--- config.mk ---
export PLATFORM = sky130hd
export DESIGN_NAME = ball_circle_redraw_masked_top
export DESIGN_NICKNAME = d
export VERILOG_FILES = /design/src/design/bcrm_pkg.sv /design/src/design/bcrm_front.sv /design/src/design/bcrm_walk.sv /design/src/design/ball_circle_redraw_masked_top.sv
export SDC_FILE = /design/constraint.sdc
export NUM_CORES = 1
export LEC_CHECK = 0
export ABC_AREA = 1
export BUFFER_PORTS_ARGS = -buffer_cell sky130_fd_sc_hd__buf_2
export CAP_MARGIN = 20
export CORE_ASPECT_RATIO = 1.75
export CORE_MARGIN = 2
export CORE_UTILIZATION = 55
export DETAILED_ROUTE_END_ITERATION = 7
export MAX_ROUTING_LAYER = met4
export PLACE_DENSITY = 0.79
export SLEW_MARGIN = 20
export SYNTH_ARGS = -nofsm -noshare
export SYNTH_HDL_FRONTEND = slang
export SYNTH_HIERARCHICAL = 1
export SYNTH_SLANG_ARGS = --single-unit
--- constraint.sdc ---
create_clock -name clock -period 8.05 [get_ports clock]
set_clock_uncertainty 0.05 [all_clocks]
set_input_delay 2.415 -clock clock [delete_from_list [all_inputs] [get_ports clock]]
set_output_delay 2.415 -clock clock [all_outputs]
set_load 0.01 [all_outputs]
--- src/design/bcrm_pkg.sv ---
// -----------------------------------------------------------------------------
// bcrm_pkg : shared types and functions for the ball circle redraw block
// pitch marking test, visible point mask and the queue entry layout
// -----------------------------------------------------------------------------
package bcrm_pkg;

   localparam logic [3:0] RADIUS_RESET = 4'd3;
   localparam logic [3:0] MAX_STEP_Y   = 4'd10;

   typedef struct packed {
      logic [7:0] old_x;
      logic [7:0] old_y;
      logic [7:0] new_x;
      logic [7:0] new_y;
   } centers_type;

   localparam logic [7:0] ARC_COL [15] = '{
      8'd106, 8'd105, 8'd104, 8'd103, 8'd102, 8'd101, 8'd101, 8'd100,
      8'd100, 8'd99,  8'd99,  8'd99,  8'd98,  8'd98,  8'd98
   };

   function automatic logic on_marking(input logic [7:0] x, input logic [7:0] y);
      logic [7:0] m;
      logic [7:0] f;
      logic [7:0] a;
      logic       r;
      m = (x <= 8'd118) ? x : 8'(8'd236 - x);
      f = (y > 8'd63) ? 8'(8'd126 - y) : y;
      a = 8'(f - 8'd47);
      if (x < 8'd20 || x > 8'd219 || x == 8'd118) begin
         r = 1'b1;
      end else if ((x == 8'd47 || x == 8'd191) && y >= 8'd33 && y <= 8'd92) begin
         r = 1'b1;
      end else if ((x == 8'd27 || x == 8'd211) && y >= 8'd45 && y <= 8'd80) begin
         r = 1'b1;
      end else if ((y == 8'd92 || y == 8'd33) && (x >= 8'd192 || x <= 8'd46)) begin
         r = 1'b1;
      end else if ((y == 8'd45 || y == 8'd80) &&
                   ((x >= 8'd20 && x <= 8'd26) || x >= 8'd212)) begin
         r = 1'b1;
      end else if (y >= 8'd62 && y <= 8'd64 &&
                   (x == 8'd37 || x == 8'd38 || x == 8'd200 || x == 8'd201)) begin
         r = 1'b1;
      end else if (y < 8'd43 || y > 8'd83) begin
         r = 1'b0;
      end else if (f == 8'd43) begin
         r = (m >= 8'd114);
      end else if (f == 8'd44) begin
         r = (m >= 8'd111 && m <= 8'd113);
      end else if (f == 8'd45) begin
         r = (m == 8'd109 || m == 8'd110);
      end else if (f == 8'd46) begin
         r = (m == 8'd107 || m == 8'd108);
      end else if (f >= 8'd47 && f <= 8'd61) begin
         r = (m == ARC_COL[a[3:0]]);
      end else begin
         r = (m == 8'd98 || m == 8'd117);
      end
      return r;
   endfunction

   function automatic logic [7:0] visible_mask(input logic [7:0] cx, input logic [7:0] cy,
                                               input logic o, input logic [3:0] y);
      logic [7:0] px;
      logic [7:0] mx;
      logic [7:0] py;
      logic [7:0] my;
      logic [7:0] qx;
      logic [7:0] nx;
      logic [7:0] qy;
      logic [7:0] ny;
      logic [7:0] mask;
      px = cx + {7'd0, o};
      mx = cx - {7'd0, o};
      py = cy + {4'd0, y};
      my = cy - {4'd0, y};
      qx = cx + {4'd0, y};
      nx = cx - {4'd0, y};
      qy = cy + {7'd0, o};
      ny = cy - {7'd0, o};
      mask[0] = !on_marking(px, py);
      mask[1] = !on_marking(mx, py);
      mask[2] = !on_marking(mx, my);
      mask[3] = !on_marking(px, my);
      mask[4] = !on_marking(qx, qy);
      mask[5] = !on_marking(nx, qy);
      mask[6] = !on_marking(nx, ny);
      mask[7] = !on_marking(qx, ny);
      return mask;
   endfunction

endpackage

--- src/design/bcrm_front.sv ---
// -----------------------------------------------------------------------------
// bcrm_front : request intake
// pairs each new center with the previous one and queues the pair
// -----------------------------------------------------------------------------
module bcrm_front #(
   parameter int QUEUE_DEPTH = 2
) (
   input  logic                 clock,
   input  logic                 reset,
   input  logic                 req_tvalid,
   output logic                 req_tready,
   input  logic [15:0]          req_tdata,   // new_x, new_y
   output logic                 head_valid,
   output bcrm_pkg::centers_type head,
   input  logic                 head_pop
);

   localparam int PTR_W = (QUEUE_DEPTH > 1) ? $clog2(QUEUE_DEPTH) : 1;
   localparam int CNT_W = $clog2(QUEUE_DEPTH + 1);

   bcrm_pkg::centers_type queue_ff [QUEUE_DEPTH];
   logic [PTR_W-1:0] wr_ptr_ff;
   logic [PTR_W-1:0] rd_ptr_ff;
   logic [CNT_W-1:0] count_ff;
   logic [7:0]       prev_x_ff;
   logic [7:0]       prev_y_ff;
   logic             push;
   logic             pop;

   assign req_tready = (count_ff != CNT_W'(QUEUE_DEPTH));
   assign push       = req_tvalid && req_tready;
   assign head_valid = (count_ff != '0);
   assign pop        = head_pop && head_valid;
   assign head       = queue_ff[rd_ptr_ff];

   always_ff @(posedge clock) begin
      if (reset) begin
         wr_ptr_ff <= '0;
         rd_ptr_ff <= '0;
         count_ff  <= '0;
         prev_x_ff <= '0;
         prev_y_ff <= '0;
      end else begin
         if (push) begin
            queue_ff[wr_ptr_ff] <= '{old_x: prev_x_ff, old_y: prev_y_ff,
                                     new_x: req_tdata[7:0], new_y: req_tdata[15:8]};
            prev_x_ff <= req_tdata[7:0];
            prev_y_ff <= req_tdata[15:8];
            wr_ptr_ff <= (wr_ptr_ff == PTR_W'(QUEUE_DEPTH - 1)) ? '0 : wr_ptr_ff + 1'b1;
         end
         if (pop) begin
            rd_ptr_ff <= (rd_ptr_ff == PTR_W'(QUEUE_DEPTH - 1)) ? '0 : rd_ptr_ff + 1'b1;
         end
         if (push && !pop) begin
            count_ff <= count_ff + 1'b1;
         end else if (pop && !push) begin
            count_ff <= count_ff - 1'b1;
         end
      end
   end

endmodule

--- src/design/bcrm_walk.sv ---
// -----------------------------------------------------------------------------
// bcrm_walk : midpoint octant walker, one word per cycle unless rsp stalls
// erase and draw for thickness 0 and 1 at each step
// -----------------------------------------------------------------------------
module bcrm_walk (
   input  logic                 clock,
   input  logic                 reset,
   input  logic [3:0]           radius,
   input  logic                 head_valid,
   input  bcrm_pkg::centers_type head,
   output logic                 head_pop,
   output logic                 rsp_tvalid,
   input  logic                 rsp_tready,
   output logic [31:0]          rsp_tdata,   // center_x, center_y, thick_offset,
                                             // octant_offset, point_mask, zero fill
   output logic                 rsp_tuser,   // pixel_value
   output logic                 rsp_tlast
);

   logic                  busy_ff;
   bcrm_pkg::centers_type cen_ff;
   logic signed [5:0]     x_ff;
   logic [3:0]            y_ff;
   logic signed [9:0]     err_ff;
   logic signed [7:0]     xchg_ff;
   logic [5:0]            ychg_ff;
   logic [1:0]            sub_ff;

   logic                  rsp_valid_ff;
   logic [7:0]            out_cx_ff;
   logic [7:0]            out_cy_ff;
   logic                  out_o_ff;
   logic [3:0]            out_y_ff;
   logic [7:0]            out_mask_ff;
   logic                  out_pix_ff;
   logic                  out_last_ff;

   logic signed [9:0]     err_mid;
   logic                  dec;
   logic signed [5:0]     x_in;
   logic [4:0]            y_in;
   logic signed [9:0]     err_in;
   logic signed [7:0]     xchg_in;
   logic [5:0]            ychg_in;
   logic                  cont;
   logic                  adv;
   logic [7:0]            cur_cx;
   logic [7:0]            cur_cy;

   always_comb begin
      err_mid = err_ff + $signed({4'd0, ychg_ff});
      dec     = ($signed({err_mid, 1'b0}) + 11'(xchg_ff)) > 11'sd0;
      y_in    = {1'b0, y_ff} + 5'd1;
      ychg_in = ychg_ff + 6'd2;
      x_in    = dec ? x_ff - 6'sd1 : x_ff;
      err_in  = dec ? err_mid + 10'(xchg_ff) : err_mid;
      xchg_in = dec ? xchg_ff + 8'sd2 : xchg_ff;
      cont    = (x_in >= $signed({1'b0, y_in})) && (y_in <= {1'b0, bcrm_pkg::MAX_STEP_Y});
      cur_cx  = sub_ff[0] ? cen_ff.new_x : cen_ff.old_x;
      cur_cy  = sub_ff[0] ? cen_ff.new_y : cen_ff.old_y;
   end

   assign adv      = busy_ff && (!rsp_valid_ff || rsp_tready);
   assign head_pop = !busy_ff && head_valid;

   always_ff @(posedge clock) begin
      if (reset) begin
         busy_ff      <= 1'b0;
         rsp_valid_ff <= 1'b0;
      end else begin
         if (rsp_valid_ff && rsp_tready) begin
            rsp_valid_ff <= 1'b0;
         end
         if (adv) begin
            rsp_valid_ff <= 1'b1;
            out_cx_ff    <= cur_cx;
            out_cy_ff    <= cur_cy;
            out_o_ff     <= sub_ff[1];
            out_y_ff     <= y_ff;
            out_mask_ff  <= bcrm_pkg::visible_mask(cur_cx, cur_cy, sub_ff[1], y_ff);
            out_pix_ff   <= sub_ff[0];
            out_last_ff  <= (sub_ff == 2'd3) && !cont;
            sub_ff       <= sub_ff + 2'd1;
            if (sub_ff == 2'd3) begin
               if (cont) begin
                  x_ff    <= x_in;
                  y_ff    <= y_in[3:0];
                  err_ff  <= err_in;
                  xchg_ff <= xchg_in;
                  ychg_ff <= ychg_in;
               end else begin
                  busy_ff <= 1'b0;
               end
            end
         end else if (head_pop) begin
            busy_ff <= 1'b1;
            cen_ff  <= head;
            x_ff    <= $signed({2'd0, radius});
            y_ff    <= '0;
            err_ff  <= '0;
            xchg_ff <= 8'sd1 - $signed({3'd0, radius, 1'b0});
            ychg_ff <= 6'd1;
            sub_ff  <= '0;
         end
      end
   end

   assign rsp_tvalid = rsp_valid_ff;
   assign rsp_tdata  = {3'd0, out_mask_ff, out_y_ff, out_o_ff, out_cy_ff, out_cx_ff};
   assign rsp_tuser  = out_pix_ff;
   assign rsp_tlast  = out_last_ff;

   a_step_bound: assert property (@(posedge clock) disable iff (reset)
      rsp_valid_ff |-> out_y_ff <= bcrm_pkg::MAX_STEP_Y)
      else $error("octant offset past last step");

   a_draw_follows_erase: assert property (@(posedge clock) disable iff (reset)
      rsp_valid_ff && rsp_tready && !out_pix_ff |=> rsp_valid_ff && out_pix_ff)
      else $error("erase word not followed by draw word");

   a_last_ends_walk: assert property (@(posedge clock) disable iff (reset)
      adv && sub_ff == 2'd3 && !cont |=> !busy_ff && out_last_ff)
      else $error("walk did not end on last word");

   a_last_on_draw: assert property (@(posedge clock) disable iff (reset)
      rsp_valid_ff && out_last_ff |-> out_pix_ff && out_o_ff)
      else $error("last word is not the thick draw word");

endmodule

--- src/design/ball_circle_redraw_masked_top.sv ---
// -----------------------------------------------------------------------------
// ball_circle_redraw_masked_top : ball redraw rasterizer
// erases the old ball circle and draws the new one, masking pitch markings
//
//   port group  dir  word
//   req_*       in   new ball center (new_x, new_y)
//   rsp_*       out  one erase or draw word per octant step and thickness
//   csr_*       in   ball_radius write
//
// the walker takes a new center pair only while idle, then gives one word per
// cycle unless rsp stalls: 4 * steps words, steps = octant steps of the radius,
// at most 11; the rate is set by the result register, one word per cycle
// synchronous reset: radius 3, previous center 0,0, queue empty
// a stalled rsp side holds the walker; req keeps filling the center queue
// -----------------------------------------------------------------------------
module ball_circle_redraw_masked_top #(
   parameter int QUEUE_DEPTH = 2
) (
   input  logic        clock,
   input  logic        reset,
   input  logic        req_tvalid,
   output logic        req_tready,
   input  logic [15:0] req_tdata,    // new_x, new_y
   output logic        rsp_tvalid,
   input  logic        rsp_tready,
   output logic [31:0] rsp_tdata,    // center_x, center_y, thick_offset,
                                     // octant_offset, point_mask, zero fill
   output logic        rsp_tuser,    // pixel_value
   output logic        rsp_tlast,
   input  logic        csr_wr_en,
   input  logic [3:0]  csr_wr_data   // ball_radius
);

   logic [3:0]            radius_ff;
   logic                  head_valid;
   bcrm_pkg::centers_type head;
   logic                  head_pop;

   always_ff @(posedge clock) begin
      if (reset) begin
         radius_ff <= bcrm_pkg::RADIUS_RESET;
      end else if (csr_wr_en) begin
         radius_ff <= csr_wr_data;
      end
   end

   bcrm_front #(
      .QUEUE_DEPTH (QUEUE_DEPTH)
   ) u_front (
      .clock      (clock),
      .reset      (reset),
      .req_tvalid (req_tvalid),
      .req_tready (req_tready),
      .req_tdata  (req_tdata),
      .head_valid (head_valid),
      .head       (head),
      .head_pop   (head_pop)
   );

   bcrm_walk u_walk (
      .clock      (clock),
      .reset      (reset),
      .radius     (radius_ff),
      .head_valid (head_valid),
      .head       (head),
      .head_pop   (head_pop),
      .rsp_tvalid (rsp_tvalid),
      .rsp_tready (rsp_tready),
      .rsp_tdata  (rsp_tdata),
      .rsp_tuser  (rsp_tuser),
      .rsp_tlast  (rsp_tlast)
   );

endmodule

==> impl_metrics.ini, run 1 <==
[run_status]
run_status = completed

[critical_path]
worstPathArrival_ns = 6.07
worstReg2RegStart = u_walk/ychg_ff[1]
cp_max_fo = 25
cpMostUsedCell = nand2_1
worstPathRequired_ns = 8.07
crit_type = flop to flop
critical_path.startpoint_type = flop
crit_path_end = u_walk/x_ff[2]
crit_path_end_kind = flop
crit_slowest_cell = inv_1
reg2reg_to = u_walk/x_ff[2]
slowest_delay_ns = 0.73
rrSetupSlack_ns = 2.01
crit_start = u_walk/ychg_ff[1]
r2r_cells = 30

[yosys]
synthCells = 2298
syn_area_mm2 = 0.0169
synth_area_leaders = edfxtp_1, nand2_1, ha_1, nand3_1, inv_1
synth_warnings = 6
synth_cell_types = 71
yosys.area.top_type = edfxtp_1
yosysSeqAreaShare_pct = 31.8
avgSynthCellArea_um2 = 7.36
synth_top_area_share_pct = 28.6
ys_ff_latch = 188

[drt]
routed_wl_um = 45100
num_vias = 15600
drt_iter0_drc = 960
vias_per_cell = 5.66
first_pass_iters = 6
ant_nets = 0
remaining_drc_errors = 0
routedWlPerCell_um = 16.3

[clock_network]
cts_buffers = 17
cts.htree.levels = 4
cts_tree = yes
clkLatencyLatePin_ns = 0.45
cts_buffer_depth = 2
postCtsHoldBufs = 0
cts.sinks = 188
cts_setup_buffers = 0
path_clk_slew_ns = 0.08
cts-resized-gates = 0
clock-root-buffer = clkbuf_16

[final_layout]
fin_util_pct = 59.4
syn_to_final_growth_pct = 7.17
drive_gt1_share_pct = 13.9
final_nets = 2497
diodes = 0

[global_route]
antenna_found_initial = 0
grt_pass1_vias = 15000
grt_max_degree = 34
overflow = 0
grt_pass1_wl_um = 72500
grtUsageTotal_pct = 29.1

[floorplanning]
die_x_um = 137
coreArea_mm2 = 0.0305
dieArea_mm2 = 0.0322
ioPinCount = 61
start_util_pct = 55.4
rows = 85
die_y_um = 236

[timing]
slew_headroom_pct = 32.6
period_share_pct = 75.1
setup_violations = 0
maxSlewViolCount = 0
max_freq_ghz = 0.165
tightest_slew_ns = 1.01
rsz0062_at_grt = no
fin_tns_setup_ns = 0
period_needed_ns = 6.04
hold_viol = 0

[placement]
dp_hpwl_um = 35700
io_buffer_count = 57
place_congestion = 1.02

[hold_path]
hp-class = flop to flop

[flow_run]
drv_cap = 0
## critical path, delay by kind of cell, from the launching register on
kind                       cells  cell delay (ns)
AOI/OAI and AO/OA              6             0.96
and+or+nand+nor               13             1.62
xor gates and xnor gates       2             0.34
DFF                            1             0.48
adders and majority gates      3             0.93
buffers and inverters          6             1.25
## cells in the mapped netlist, drive strengths merged
| cell type | instances |
|---|---|
| o211ai | 7 |
| inv | 309 |
| o32ai | 2 |
| and2 | 2 |
| edfxtp | 161 |
| nor3 | 30 |
| a22o | 1 |
| xor2 | 52 |
| o31ai | 5 |
| a22oi | 2 |
| nand4 | 30 |
| conb | 1 |
| nand3b | 9 |
| buf | 23 |
| a21oi | 93 |
| mux2 | 32 |
| a21boi | 2 |
| o41ai | 3 |
| o311ai | 3 |
| o21a | 2 |
| or4 | 1 |
| a221oi | 7 |
| o21ai | 113 |
| clkbuf | 5 |
| nor4 | 5 |
| ha | 112 |
| nand2 | 680 |
| fa | 5 |
| a211oi | 5 |
| o2111ai | 3 |
| xnor2 | 17 |
| nand3 | 236 |
| o22ai | 3 |
| a211o | 1 |
| clkinv | 2 |
| o221ai | 1 |
| dfxtp | 27 |
| and3 | 2 |
| or2 | 4 |
| a31oi | 11 |
| nor2 | 289 |
## metrics by stage
step | hold slack, ns | setup slack (ns) | cell area [um^2] | std cells
after detailed placement | 0.393 | 2.13 | 17500 | 2727
after global placement | 0.383 | 2.34 | 17500 | 2727
after global routing | 0.431 | 1.36 | 18100 | 2759
after floorplan | 0.376 | 2.72 | 16900 | 2300
final | 0.411 | 2.01 | 18100 | 2759
after CTS | 0.413 | 2.05 | 18100 | 2759
## routing by layer
metal	vias to the layer above	track usage (%)	part of all wire [%]
li1	7702	-	-
met4	0	16.2	5.6
met3	153	3.48	3.9
met2	466	52.2	53
met1	7282	30.1	37
met5	-	-	0
## cell type report
type	count	area, um^2
clock buffer	17	425
clock inverter	15	181
fill	2788	12400
inverter	311	1180
multi-input combinational	1773	10100
sequential	188	5380
tap	391	489
timing repair buffer	64	338
## cell usage in the layout, fill, tap and decap left out, types with 29 or more instances in the layout
cell type	instances
a21oi_1	91
buf_2	57
edfxtp_1	161
ha_1	112
inv_1	282
mux2_2	29
nand2_1	582
nand2_2	74
nand3_1	227
nor2_1	245
o21ai_0	93
xor2_1	46
## registers in the layout (all words and copies together) (netlist names), 8 cells and up, named ones only
| register | flops |
|---|---|
| u_walk/err_ff | 10 |
| u_walk/out_mask_ff | 8 |
| u_front/prev_x_ff | 8 |
| u_walk/cen_ff | 32 |
| u_walk/out_cx_ff | 8 |
| u_front/prev_y_ff | 8 |
| u_walk/out_cy_ff | 8 |
| u_front/queue_ff | 64 |
## cells by family (layout without fill, tap and decap cells)
kind of cell / count (synthesis) / in the layout / share of synthesized area (%)
fa+ha+maj: 117 / 117 / 8.88
flops: 188 / 188 / 31.8
compound gates: 264 / 264 / 9.12
xor+xnor: 69 / 69 / 4.17
mux: 32 / 32 / 2.13
other cells: 1 / 3 / 0.0222
simple gates: 1288 / 1288 / 35.4
buf+inv: 339 / 407 / 8.47
## worst min path at each step
stage | cells past startpoint | to | from | slack [ns]
2_1_floorplan | 0 | u_front/queue_ff[0][16] | u_front/prev_y_ff[0] | 0.38
3_3_place_gp | 0 | u_front/queue_ff[0][25] | u_front/prev_x_ff[1] | 0.38
3_5_place_dp | 0 | u_front/queue_ff[0][18] | u_front/prev_y_ff[2] | 0.39
4_1_cts | 0 | u_front/queue_ff[1][29] | u_front/prev_x_ff[5] | 0.41
5_1_grt | 0 | u_front/queue_ff[1][25] | u_front/prev_x_ff[1] | 0.43
6_report | 0 | u_front/queue_ff[0][23] | u_front/prev_y_ff[7] | 0.41
Power of run 1 is left out: the tool's default activity adds up to more than one toggle a clock period on the data nets, which glitch-free logic cannot reach.
==> run 2: changes to the inputs <==
--- a/config.mk
+++ b/config.mk
@@ -13,7 +13,7 @@
 export CORE_UTILIZATION = 55
 export DETAILED_ROUTE_END_ITERATION = 7
 export MAX_ROUTING_LAYER = met4
-export PLACE_DENSITY = 0.79
+export PLACE_DENSITY = 0.82
 export SLEW_MARGIN = 20
 export SYNTH_ARGS = -nofsm -noshare
 export SYNTH_HDL_FRONTEND = slang
==> constraint.sdc (replaced) <==
create_clock -name clock -period 4.9 [get_ports clock]
set_clock_uncertainty 0.05 [all_clocks]
set_input_delay 1.47 -clock clock [delete_from_list [all_inputs] [get_ports clock]]
set_output_delay 1.47 -clock clock [all_outputs]
set_load 0.01 [all_outputs]
==> run 2 against run 1 <==
  * Global-route usage up 1.8 points
  * Non-clock buffer count rose by 46
  * Maximum frequency increased by 30%
  * Hold slack improved by 0.0039 ns
  * Final cell count is 1.7% higher
  * Sequential share of layout area shrank 0.85 points
  * Final area up 2.9%
  * Via count rose by 1.3%
  * Clock-buffer cell count unchanged
  * Die area unchanged
  * Setup slack got worse by 1.8 ns
  * Largest cell class unchanged
==> impl_metrics.ini, run 2 (synthesis gave the netlist of run 1 again) <==
[final_layout]
largest-register = u_front/queue_ff
syn_to_final_growth_pct = 10.3
final_nets = 2543
final_area_mm2 = 0.0187
drive_gt1_share_pct = 16.6
diodes = 0
fin_cells = 2805
largest_register_ffs = 64
top_regs = u_front/queue_ff (64), u_walk/cen_ff (32), u_walk/err_ff (10)
final_common_cell = nand2_1
mostFrequentLayoutCells = nand2_1, inv_1, nor2_1, nand3_1, edfxtp_1

[floorplanning]
rows = 85
dieArea_mm2 = 0.0322
coreArea_mm2 = 0.0305
ioPinCount = 61
die_x_um = 137
die_y_um = 236
start_util_pct = 55.4

[drt]
num_vias = 15800
routedWlPerCell_um = 17.1
drt_iter0_drc = 949
routed_wl_um = 48100
first_pass_iters = 5
ant_nets = 0
vias_per_cell = 5.63
remaining_drc_errors = 0

[clock_network]
cts_buffers = 17
cts_buffer_depth = 2
postCtsHoldBufs = 0
clkLatencyLatePin_ns = 0.45
cts.sinks = 188
cts_tree = yes
path_clk_slew_ns = 0.08
cts.htree.levels = 4
clock-root-buffer = clkbuf_16

[critical_path]
crit_slowest_cell = edfxtp_1
critical_path.startpoint_type = flop
worstPathArrival_ns = 4.77
rrSetupSlack_ns = 0.25
crit_type = flop to flop
cp_max_fo = 7
worstPathRequired_ns = 5.02
reg2reg_to = u_walk/xchg_ff[3]
r2r_cells = 29
worstReg2RegStart = u_walk/ychg_ff[1]
crit_path_end_kind = flop
slowest_delay_ns = 0.39

[run_status]
run_status = completed

[global_route]
grt_pass1_wl_um = 76300
grtUsageTotal_pct = 30.9
grt_pass1_vias = 15500
overflow = 0
antenna_found_initial = 0
grt_max_degree = 34

[timing]
maxSlewViolCount = 0
worst_slack_ns = 0.253
hold_viol = 0
period_share_pct = 94.8
slew_headroom_pct = 47.5
max_freq_ghz = 0.215
finalHoldWorstSlack_ns = 0.415
setup_violations = 0
tightest_slew_ns = 0.777
period_needed_ns = 4.65

[placement]
dp_hpwl_um = 37300
io_buffer_count = 57
placed_cells_incl_taps = 2764
postPlaceCellArea_mm2 = 0.0178
place_congestion = 1.00
place_ws_ns = -0.0121

[hold_path]
min_to = u_front/queue_ff[0][23]
hold_start = u_front/prev_y_ff[7]
hp-class = flop to flop
hold-path-cell-count = 0

[flow_run]
drv_cap = 0
run 2: layout make-up:
class                   count  area, um^2
fillers                  2716       11900
inverters                 311        1190
clock buffers              17         425
repair buffers            110         721
well taps                 391         489
flip-flops and latches    188        5380
clock inverters            15         190
multi-input cells        1773       10300
run 2: how the worst max path moves through the flow:
stage                                  from           endpoint  depth (start not counted)
after floorplan           u_walk/ychg_ff[1]   u_walk/err_ff[0]                         31
after global placement     u_walk/err_ff[1]   u_walk/err_ff[9]                         31
after detailed placement   u_walk/err_ff[1]  u_walk/xchg_ff[7]                         31
after CTS                  u_walk/err_ff[1]  u_walk/xchg_ff[3]                         31
after global routing      u_walk/ychg_ff[1]  u_walk/xchg_ff[3]                         29
final                     u_walk/ychg_ff[1]  u_walk/xchg_ff[3]                         29
run 2: critical path: cells and delay by family, from the launching register on:
kind / cells / cell delay, ns
fa+ha+maj: 3 / 0.96
buf+inv: 5 / 0.63
compound gates: 7 / 0.82
simple gates: 12 / 1.15
flops: 1 / 0.39
xor+xnor: 2 / 0.34
run 2: per-stage QoR:
step / setup TNS [ns] / util (%)
global route: -0.805 / 61.1
floorplan: 0 / -
detailed placement: -0.144 / 58.3
CTS: 0 / 60.3
finish: 0 / 61.1
global placement: 0 / 58.3
run 2: timing repair:
action / 4_1_cts / 5_1_grt
gates cloned: 0 / 2
setup buffers: 0 / 7
resized for setup: 2 / 30
pin swaps: 0 / 12
endpoints found under the setup margin: 32 / 35
run 2: routing by layer:
metal | vias up | track usage [%] | share of wire [%]
li1 | 7767 | - | -
met1 | 7411 | 31.6 | 36
met2 | 458 | 56.2 | 54
met4 | 0 | 17.0 | 5.5
met5 | - | - | 0
met3 | 164 | 3.37 | 3.9
Power of run 2 is left out for the same reason.
